--- config.mk ---
export PLATFORM = sky130hd
export DESIGN_NAME = l2_normalize_quantize_encoder_core
export DESIGN_NICKNAME = d
export VERILOG_FILES = /design/src/sv/l2nq_pkg.sv /design/src/sv/l2nq_ctrl.sv /design/src/sv/l2nq_datapath.sv /design/src/sv/l2_normalize_quantize_encoder_core.sv
export SDC_FILE = /design/constraint.sdc
export NUM_CORES = 2
export LEC_CHECK = 0
export BUFFER_PORTS_ARGS = -buffer_cell sky130_fd_sc_hd__buf_2
export CAP_MARGIN = 20
export CORE_AREA = 2 2 343 345
export CTS_CLUSTER_SIZE = 12
export DETAILED_ROUTE_END_ITERATION = 7
export DIE_AREA = 0 0 345 347
export PLACE_DENSITY = 0.75
export SYNTH_ARGS = -nofsm -noshare
export SYNTH_HDL_FRONTEND = slang
export SYNTH_SLANG_ARGS = --single-unit
--- constraint.sdc ---
create_clock -name clk -period 21.6 [get_ports clk]
set_input_delay 3.24 -clock clk [delete_from_list [all_inputs] [get_ports clk]]
set_output_delay 3.24 -clock clk [all_outputs]
set_load 0.005 [all_outputs]
--- src/sv/l2nq_pkg.sv ---
// Shared types, constants and helpers of the L2 normalize and quantize encoder.
`default_nettype none

package l2nq_pkg;

  localparam int SUM_W  = 64;
  localparam int NORM_W = 46;
  localparam int RAD_W  = 92;
  localparam int SREM_W = 48;
  localparam int CNT_W  = 13;
  localparam int POW_W  = 30;

  localparam logic [1:0] ST_OK       = 2'd0;
  localparam logic [1:0] ST_ZERO     = 2'd1;
  localparam logic [1:0] ST_OVERFLOW = 2'd2;
  localparam logic [1:0] ST_SKIPPED  = 2'd3;

  localparam logic [1:0] REG_VECTOR_LENGTH  = 2'd0;
  localparam logic [1:0] REG_SCALE_EXPONENT = 2'd1;
  localparam logic [1:0] REG_MODULUS        = 2'd2;
  localparam logic [1:0] REG_INVERT_ORDER   = 2'd3;

  typedef struct packed {
    logic load;
    logic mul;
    logic acc;
    logic sqrt_init;
    logic sqrt_step;
    logic sqrt_last;
    logic div_init;
    logic div_step;
    logic rnd;
    logic fin;
  } l2nq_cmd_t;

  typedef struct packed {
    logic mode;
    logic norm_ready;
    logic skip;
    logic out_free;
  } l2nq_stat_t;

  function automatic logic [POW_W-1:0] pow10(input logic [3:0] e);
    logic [POW_W-1:0] p;
    unique case (e)
      4'd0: p = 30'd1;
      4'd1: p = 30'd10;
      4'd2: p = 30'd100;
      4'd3: p = 30'd1000;
      4'd4: p = 30'd10000;
      4'd5: p = 30'd100000;
      4'd6: p = 30'd1000000;
      4'd7: p = 30'd10000000;
      4'd8: p = 30'd100000000;
      default: p = 30'd1000000000;
    endcase
    return p;
  endfunction

endpackage

`default_nettype wire

--- src/sv/l2nq_ctrl.sv ---
// Sequencer of the encoder: accept, multiply, square root and division steps, result.
`default_nettype none

module l2nq_ctrl import l2nq_pkg::*; #(
  parameter int NUM_W = 70
) (
  input  wire logic       clk,
  input  wire logic       rst,
  input  wire logic       in_valid,
  output logic            in_ready,
  input  wire l2nq_stat_t stat,
  output l2nq_cmd_t       cmd
);

  localparam int IT_W = $clog2(NUM_W);

  typedef enum logic [7:0] {
    S_IDLE = 8'b0000_0001,
    S_MUL  = 8'b0000_0010,
    S_ACC  = 8'b0000_0100,
    S_SQRT = 8'b0000_1000,
    S_PREP = 8'b0001_0000,
    S_DIV  = 8'b0010_0000,
    S_RND  = 8'b0100_0000,
    S_FIN  = 8'b1000_0000
  } state_t;

  state_t          state, state_next;
  logic [IT_W-1:0] iter, iter_next;

  always_comb begin
    state_next = state;
    iter_next  = iter;
    cmd        = '0;
    in_ready   = 1'b0;
    unique case (state)
      S_IDLE: begin
        in_ready = !rst;
        if (in_valid && !rst) begin
          cmd.load   = 1'b1;
          state_next = S_MUL;
        end
      end
      S_MUL: begin
        cmd.mul = 1'b1;
        if (!stat.mode) begin
          state_next = S_ACC;
        end else if (stat.norm_ready) begin
          state_next = S_PREP;
        end else begin
          cmd.sqrt_init = 1'b1;
          iter_next     = IT_W'(NORM_W - 1);
          state_next    = S_SQRT;
        end
      end
      S_ACC: begin
        cmd.acc    = 1'b1;
        state_next = S_IDLE;
      end
      S_SQRT: begin
        cmd.sqrt_step = 1'b1;
        if (iter == '0) begin
          cmd.sqrt_last = 1'b1;
          state_next    = S_PREP;
        end else begin
          iter_next = iter - 1'b1;
        end
      end
      S_PREP: begin
        if (stat.skip) begin
          state_next = S_FIN;
        end else begin
          cmd.div_init = 1'b1;
          iter_next    = IT_W'(NUM_W - 1);
          state_next   = S_DIV;
        end
      end
      S_DIV: begin
        cmd.div_step = 1'b1;
        if (iter == '0) begin
          state_next = S_RND;
        end else begin
          iter_next = iter - 1'b1;
        end
      end
      S_RND: begin
        cmd.rnd    = 1'b1;
        state_next = S_FIN;
      end
      S_FIN: begin
        if (stat.out_free) begin
          cmd.fin    = 1'b1;
          state_next = S_IDLE;
        end
      end
      default: state_next = S_IDLE;
    endcase
  end

  always_ff @(posedge clk) begin
    if (rst) begin
      state <= S_IDLE;
      iter  <= '0;
    end else begin
      state <= state_next;
      iter  <= iter_next;
    end
  end

endmodule

`default_nettype wire

--- src/sv/l2nq_datapath.sv ---
// Datapath of the encoder: registers, multiplier, square root and divider steps, output register.
`default_nettype none

module l2nq_datapath import l2nq_pkg::*; #(
  parameter int PT_SIZE        = 4096,
  parameter int COMPONENT_BITS = 24,
  parameter int NUM_W          = 70
) (
  input  wire logic                      clk,
  input  wire logic                      rst,
  input  wire logic                      cfg_we,
  input  wire logic [1:0]                cfg_index,
  input  wire logic [31:0]               cfg_data,
  input  wire logic                      mode,
  input  wire logic [COMPONENT_BITS-1:0] component,
  input  wire l2nq_cmd_t                 cmd,
  output l2nq_stat_t                     stat,
  input  wire logic                      out_ready,
  output logic                           out_valid,
  output logic [31:0]                    coefficient,
  output logic [11:0]                    slot,
  output logic [1:0]                     status,
  output logic                           last
);

  localparam int B      = COMPONENT_BITS;
  localparam int PROD_W = B + POW_W;
  localparam int SW     = $clog2(PT_SIZE);

  logic [12:0]       vector_length;
  logic [3:0]        scale_exponent;
  logic [31:0]       modulus;
  logic              invert_order;

  logic              mode_r;
  logic              neg;
  logic [B-1:0]      mag;
  logic [PROD_W-1:0] prod;
  logic [SUM_W-1:0]  sq_acc;
  logic [NORM_W-1:0] norm_value;
  logic [NORM_W-1:0] root;
  logic [RAD_W-1:0]  srad;
  logic [SREM_W-1:0] srem;
  logic [NUM_W-1:0]  quo;
  logic [NORM_W-1:0] drem;
  logic [NUM_W:0]    qr;
  logic [CNT_W-1:0]  item_count;
  logic [SW-1:0]     slot_idx;
  logic              norm_ready;
  logic              overflow_seen;

  logic [B-1:0]        mag_in;
  logic [POW_W-1:0]    mul_b;
  logic [12:0]         len;
  logic                is_last;
  logic [SREM_W+1:0]   srem_t;
  logic [SREM_W+1:0]   strial;
  logic                sge;
  logic [NORM_W-1:0]   root_next;
  logic [NORM_W:0]     drem_t;
  logic                dge;
  logic [NORM_W:0]     rnd_lhs;
  logic                ovf;
  logic [31:0]         slot_full;
  logic [CNT_W-1:0]    acc_base;
  logic [CNT_W-1:0]    acc_inc;
  logic [SW-1:0]       acc_slot;
  logic [SUM_W-1:0]    sum_base;
  logic [1:0]          status_next;
  logic [31:0]         coef_next;

  function automatic logic [SW-1:0] slot_inc(input logic [SW-1:0] s);
    return (32'(s) == 32'(PT_SIZE - 1)) ? '0 : s + 1'b1;
  endfunction

  assign mag_in    = component[B-1] ? (~component + 1'b1) : component;
  assign mul_b     = mode_r ? pow10(scale_exponent) : POW_W'(mag);
  assign len       = (vector_length == '0) ? 13'd1 : vector_length;
  assign is_last   = (14'(item_count) + 14'd1) >= 14'(len);

  assign srem_t    = {srem, srad[RAD_W-1 -: 2]};
  assign strial    = (SREM_W+2)'({root, 2'b01});
  assign sge       = srem_t >= strial;
  assign root_next = {root[NORM_W-2:0], sge};

  assign drem_t    = {drem, quo[NUM_W-1]};
  assign dge       = drem_t >= {1'b0, norm_value};
  assign rnd_lhs   = {drem, 1'b0};

  assign ovf       = qr > (NUM_W+1)'(modulus[31:1]);
  assign slot_full = invert_order ? (32'(PT_SIZE - 1) - 32'(slot_idx)) : 32'(slot_idx);

  assign acc_base  = norm_ready ? '0 : item_count;
  assign acc_inc   = acc_base + 1'b1;
  assign acc_slot  = norm_ready ? '0 : slot_idx;
  assign sum_base  = (norm_ready || item_count == '0) ? '0 : sq_acc;

  always_comb begin
    coef_next = '0;
    if (norm_value == '0) begin
      status_next = ST_ZERO;
    end else if (overflow_seen) begin
      status_next = ST_SKIPPED;
    end else if (ovf) begin
      status_next = ST_OVERFLOW;
    end else begin
      status_next = ST_OK;
      coef_next   = (neg && qr != '0) ? (modulus - qr[31:0]) : qr[31:0];
    end
  end

  assign stat.mode       = mode_r;
  assign stat.norm_ready = norm_ready;
  assign stat.skip       = (norm_value == '0) || overflow_seen;
  assign stat.out_free   = !out_valid || out_ready;

  always_ff @(posedge clk) begin
    if (rst) begin
      vector_length  <= 13'd4096;
      scale_exponent <= 4'd2;
      modulus        <= 32'd65537;
      invert_order   <= 1'b0;
    end else if (cfg_we) begin
      unique case (cfg_index)
        REG_VECTOR_LENGTH:  vector_length  <= cfg_data[12:0];
        REG_SCALE_EXPONENT: scale_exponent <= cfg_data[3:0];
        REG_MODULUS:        modulus        <= cfg_data;
        REG_INVERT_ORDER:   invert_order   <= cfg_data[0];
        default:            invert_order   <= cfg_data[0];
      endcase
    end
  end

  always_ff @(posedge clk) begin
    if (cmd.load) begin
      mode_r <= mode;
      neg    <= component[B-1];
      mag    <= mag_in;
    end
    if (cmd.mul) begin
      prod <= PROD_W'(mag) * PROD_W'(mul_b);
    end
    if (cmd.sqrt_init) begin
      srad <= {sq_acc[RAD_W-33:0], 32'b0};
      srem <= '0;
      root <= '0;
    end
    if (cmd.sqrt_step) begin
      srad <= {srad[RAD_W-3:0], 2'b00};
      srem <= sge ? SREM_W'(srem_t - strial) : srem_t[SREM_W-1:0];
      root <= root_next;
    end
    if (cmd.div_init) begin
      quo  <= {prod, 16'b0};
      drem <= '0;
    end
    if (cmd.div_step) begin
      quo  <= {quo[NUM_W-2:0], dge};
      drem <= dge ? NORM_W'(drem_t - {1'b0, norm_value}) : drem_t[NORM_W-1:0];
    end
    if (cmd.rnd) begin
      qr <= {1'b0, quo} + (NUM_W+1)'(rnd_lhs >= {1'b0, norm_value});
    end
    if (cmd.fin) begin
      coefficient <= coef_next;
      slot        <= slot_full[11:0];
      status      <= status_next;
      last        <= is_last;
    end
  end

  always_ff @(posedge clk) begin
    if (rst) begin
      sq_acc        <= '0;
      norm_value    <= '0;
      item_count    <= '0;
      slot_idx      <= '0;
      norm_ready    <= 1'b0;
      overflow_seen <= 1'b0;
      out_valid     <= 1'b0;
    end else begin
      if (cmd.acc) begin
        norm_ready    <= 1'b0;
        overflow_seen <= 1'b0;
        sq_acc        <= sum_base + SUM_W'(prod);
        if (14'(acc_inc) >= 14'(len)) begin
          item_count <= '0;
          slot_idx   <= '0;
        end else begin
          item_count <= acc_inc;
          slot_idx   <= slot_inc(acc_slot);
        end
      end
      if (cmd.sqrt_last) begin
        norm_value    <= root_next;
        norm_ready    <= 1'b1;
        overflow_seen <= 1'b0;
        item_count    <= '0;
        slot_idx      <= '0;
      end
      if (cmd.fin) begin
        out_valid <= 1'b1;
        if (status_next == ST_OVERFLOW) begin
          overflow_seen <= 1'b1;
        end
        if (is_last) begin
          item_count    <= '0;
          slot_idx      <= '0;
          norm_ready    <= 1'b0;
          overflow_seen <= 1'b0;
          sq_acc        <= '0;
        end else begin
          item_count <= item_count + 1'b1;
          slot_idx   <= slot_inc(slot_idx);
        end
      end else if (out_ready) begin
        out_valid <= 1'b0;
      end
    end
  end

endmodule

`default_nettype wire

--- src/sv/l2_normalize_quantize_encoder_core.sv ---
// Top level of the L2 normalize and quantize encoder.
//
//   channel  direction  handshake             payload
//   cfg      in         cfg_we                cfg_index, cfg_data
//   in       in         in_valid / in_ready   mode, component
//   out      out        out_valid / out_ready coefficient, slot, status, last
//
// A mode 0 item is accepted, squared and accumulated.
// A mode 1 item is scaled and divided by the norm, one quotient bit per cycle,
// then rounded; the first item of a pass first takes the square root.
// An item whose norm is zero or that follows an overflow skips the divider.
// Reset is synchronous; a finished result waits in the output register while
// the next item is accepted, and only its write waits for out_ready.
`default_nettype none

module l2_normalize_quantize_encoder_core import l2nq_pkg::*; #(
  parameter int PT_SIZE        = 4096,
  parameter int COMPONENT_BITS = 24
) (
  input  wire logic                      clk,
  input  wire logic                      rst,
  input  wire logic                      cfg_we,
  input  wire logic [1:0]                cfg_index,
  input  wire logic [31:0]               cfg_data,
  input  wire logic                      in_valid,
  output logic                           in_ready,
  input  wire logic                      mode,
  input  wire logic [COMPONENT_BITS-1:0] component,
  output logic                           out_valid,
  input  wire logic                      out_ready,
  output logic [31:0]                    coefficient,
  output logic [11:0]                    slot,
  output logic [1:0]                     status,
  output logic                           last
);

  localparam int NUM_W = COMPONENT_BITS + POW_W + 16;

  l2nq_cmd_t  cmd;
  l2nq_stat_t stat;

  l2nq_ctrl #(
    .NUM_W(NUM_W)
  ) u_ctrl (
    .clk      (clk),
    .rst      (rst),
    .in_valid (in_valid),
    .in_ready (in_ready),
    .stat     (stat),
    .cmd      (cmd)
  );

  l2nq_datapath #(
    .PT_SIZE        (PT_SIZE),
    .COMPONENT_BITS (COMPONENT_BITS),
    .NUM_W          (NUM_W)
  ) u_datapath (
    .clk         (clk),
    .rst         (rst),
    .cfg_we      (cfg_we),
    .cfg_index   (cfg_index),
    .cfg_data    (cfg_data),
    .mode        (mode),
    .component   (component),
    .cmd         (cmd),
    .stat        (stat),
    .out_ready   (out_ready),
    .out_valid   (out_valid),
    .coefficient (coefficient),
    .slot        (slot),
    .status      (status),
    .last        (last)
  );

endmodule

`default_nettype wire
==> qor.yml <==
status: "complete, no violations"
area_growth_pct: 7.159
rsz0062_at_grt: "false"
tritoncts: "done"
dieWidth_um: 345
hold_viol_final: 0
root_buffer: "clkbuf_16"
worst_clock_skew_ps: 38.66
dr.first_iter.drc_count: 3730
p_sw_share_pct: 44.81
clk_pin_slew_ps: 60
crit_arrival_ps: 9970
power_uw: 8228
pwr-share-seq_pct: 20.9
routed_via_density: 5.721
p_int_uw: 4540
route.detailed.drc: 0
synth_top_cell_by_area: "edfxtp_1"
cts_setup_buffers: 0
power.density_mw_per_mm2: 120.9
core.rowCount: 125
cts.repair.resized: 0
die_y_um: 347
fp.dieArea_mm2: 0.1197
multiInputGateArea_mm2: 0.04035
worst_pin_slew_ps: 1031
grt-ovfl-total: 0
register_area_mm2: 0.01850
grt_max_degree: 160
place_hpwl_um: 121000
crit_required_ps: 22010
tns_ps: 0
track_usage_pct: 26.81
drive_above_1_share_pct: 6.296
avgSynthCellArea_um2: 9.133
async_reset_ff_share_pct: 0
routed_wl_um: 159800
layout.cells.non_filler: 8466
synth_ff_type: "edfxtp_1"
io_buffer_count: 112
p_sw_uw: 3687
gp_congestion: 0.9346
synth_edf_count: 468
synth_seq_area_share_pct: 29.13
maxSlewViolCount: 0
ios: 113
min_period_over_period_pct: 44.25
irDropWorstVdd_uv: 253.0
synth_area_mm2: 0.06349
slew_headroom_pct: 31.28
grt_pass1_vias: 49390
initial_core_util_pct: 54.86
post-place-cells: 8311
min_path_type: "reg2reg"
finalSetupViolations: 0
syn_inst: 6952
combPwrFrac_pct: 61.8
fin_nets: 7989
cts.sinks: 690
crit_path_end_kind: "flip-flop"
max_freq_mhz: 104.6
clockPowerShare_pct: 17.3
synth_fp_nets: 8069
fillers: 9968
dr.pass1.iters: 6
final_antenna_net_count: 0
cts_max_level: 3
startpoint_type: "flip-flop"
grt_pass1_wl_um: 260500
cts_hold_buf: 0
core_mm2: 0.1157
maxCapViolations: 0
clockBufferDepth: 3
period_minus_slack_ps: 9558
wl_per_cell_um: 18.87
cts_buffers: 82
insertion_delay_ps: 670
yosysWarnings: 0
ys_ff_latch: 690
cp_max_fo: 58
synthTopCellsByArea: "edfxtp_1, fa_1, ha_1"
power.leakage_uw: 0.03053
vias: 48430
ys_types: 86
yosys.area.top_type_share_pct: 22.13
antenna_found_initial: 1
crit_type: "reg2reg"
flip-flops by register name, indices dropped and copies added, names as in the netlist, 2 cells and up, named ones only:
| name | count |
|---|---|
| u_datapath.scale_exponent | 4 |
| u_datapath.vector_length | 13 |
| u_datapath.prod | 54 |
| u_datapath.qr | 71 |
| u_datapath.modulus | 32 |
| u_ctrl.state | 8 |
| u_datapath.item_count | 13 |
| u_datapath.mag | 24 |
| u_datapath.sq_acc | 60 |
| u_datapath.slot_idx | 12 |
| u_datapath.srad | 60 |
| u_datapath.status | 2 |
| u_datapath.quo | 70 |
| u_datapath.root | 46 |
| u_datapath.srem | 48 |
| u_ctrl.iter | 7 |
| u_datapath.drem | 46 |
| u_datapath.coefficient | 32 |
| u_datapath.slot | 12 |
| u_datapath.norm_value | 46 |
per-layer routing:
metal / part of all wire (%) / vias up / wire, µm / global-route usage [%]
met2: 46 / 1650 / 73860 / 43.82
met4: 2.7 / 2 / 4361 / 7.904
met1: 44 / 23690 / 69610 / 36.44
met5: 0.0069 / - / 11 / 0
met3: 7.5 / 312 / 11950 / 4.988
li1: - / 22780 / - / -
layout by cell type, fill, tap and decap left out, types with 67 or more instances in the layout:
cell	instances
clkbuf_16	85
ha_1	434
and3_1	94
and2_1	343
a21oi_1	475
a21o_1	158
edfxtp_1	468
nand2_1	945
o21ai_0	194
nor2_1	480
mux2_2	80
nand4_1	67
inv_1	924
xnor2_1	212
dfxtp_1	222
nand3_1	93
buf_2	111
xor2_1	118
fa_1	619
cells in the mapped netlist, types with 61 or more instances:
master,count
o21ai_0,198
mux2i_1,61
dfxtp_1,222
xor2_1,118
edfxtp_1,468
a21oi_1,475
a21o_1,159
nand3_1,93
mux2_2,80
nand4_1,67
clkbuf_1,307
ha_1,434
and3_1,94
and2_1,343
nor2_1,482
fa_1,619
xnor2_1,212
inv_1,925
nand2_1,947
power groups by stage:
stage               Clock (µW)  Sequential (µW)  Combinational (µW)
finish                    1420             1720                5090
global route              1500             1720                5710
CTS                       1440             1720                5050
detailed placement           0             1740                5010
global placement             0             1740                4930
floorplan                    0             1710                3810
cell type report:
cell class                      count  area share [%]
Inverter                          926           5.108
Clock inverter                     37          0.6436
Timing Repair Buffer              169           1.499
Multi-Input combinational cell   5003           59.30
Tap cell                         1524           2.803
Clock buffer                      116           3.459
Sequential cell                   690           27.19
Antenna cell                        1        0.003678
final timing paths:
| path | startpoint | to | depth (start not counted) | slack, ps |
|---|---|---|---|---|
| setup / recovery | u_datapath.mode_r$_DFFE_PP_ | u_datapath.prod[47]$_DFFE_PN_ | 25 | 12040 |
| setup reg to reg | u_datapath.mode_r$_DFFE_PP_ | u_datapath.prod[47]$_DFFE_PN_ | 25 | 12040 |
| hold reg to reg | u_datapath.vector_length[0]$_SDFFE_PP0P_ | u_datapath.vector_length[0]$_SDFFE_PP0P_ | 2 | 460 |
| hold / removal | u_datapath.vector_length[0]$_SDFFE_PP0P_ | u_datapath.vector_length[0]$_SDFFE_PP0P_ | 2 | 460 |
critical path: stages, from the launching register on:
cell and delay [ps]:
edfxtp_1 840, buf_4 760, mux2_2 610, and2_1 260, fa_1 530, inv_1 50
fa_1 530, inv_1 50, fa_1 550, fa_1 470, fa_1 520, fa_1 570
inv_1 60, fa_1 530, inv_1 40, ha_1 350, and2_1 190, nand3_1 100
nor2_1 70, a2111oi_0 740, a21boi_0 420, o21bai_1 270, a31oi_1 140, a31oi_1 270
o21bai_1 120, xor2_1 150
cells by family after synthesis:
group | after synthesis | share of synthesized area (%)
AOI/OAI and AO/OA | 1168 | 11.31
DFF | 690 | 29.13
and+or+nand+nor | 2311 | 17.08
muxes | 141 | 2.380
xor gates and xnor gates | 330 | 4.552
buffers and inverters | 1259 | 7.470
adders and majority gates | 1053 | 28.07
per-stage QoR:
step	hold WS [ps]	setup WS [ps]	area [µm²]	utilization (%)
2_1_floorplan	431.9	13680	63490	-
3_3_place_gp	442.5	12350	65220	56.35
3_5_place_dp	448.5	12190	65230	56.36
4_1_cts	459.3	12160	68020	58.77
5_1_grt	476.5	11670	68040	58.79
6_report	459.2	12040	68040	58.79
Power figures use the tool's default switching activity.
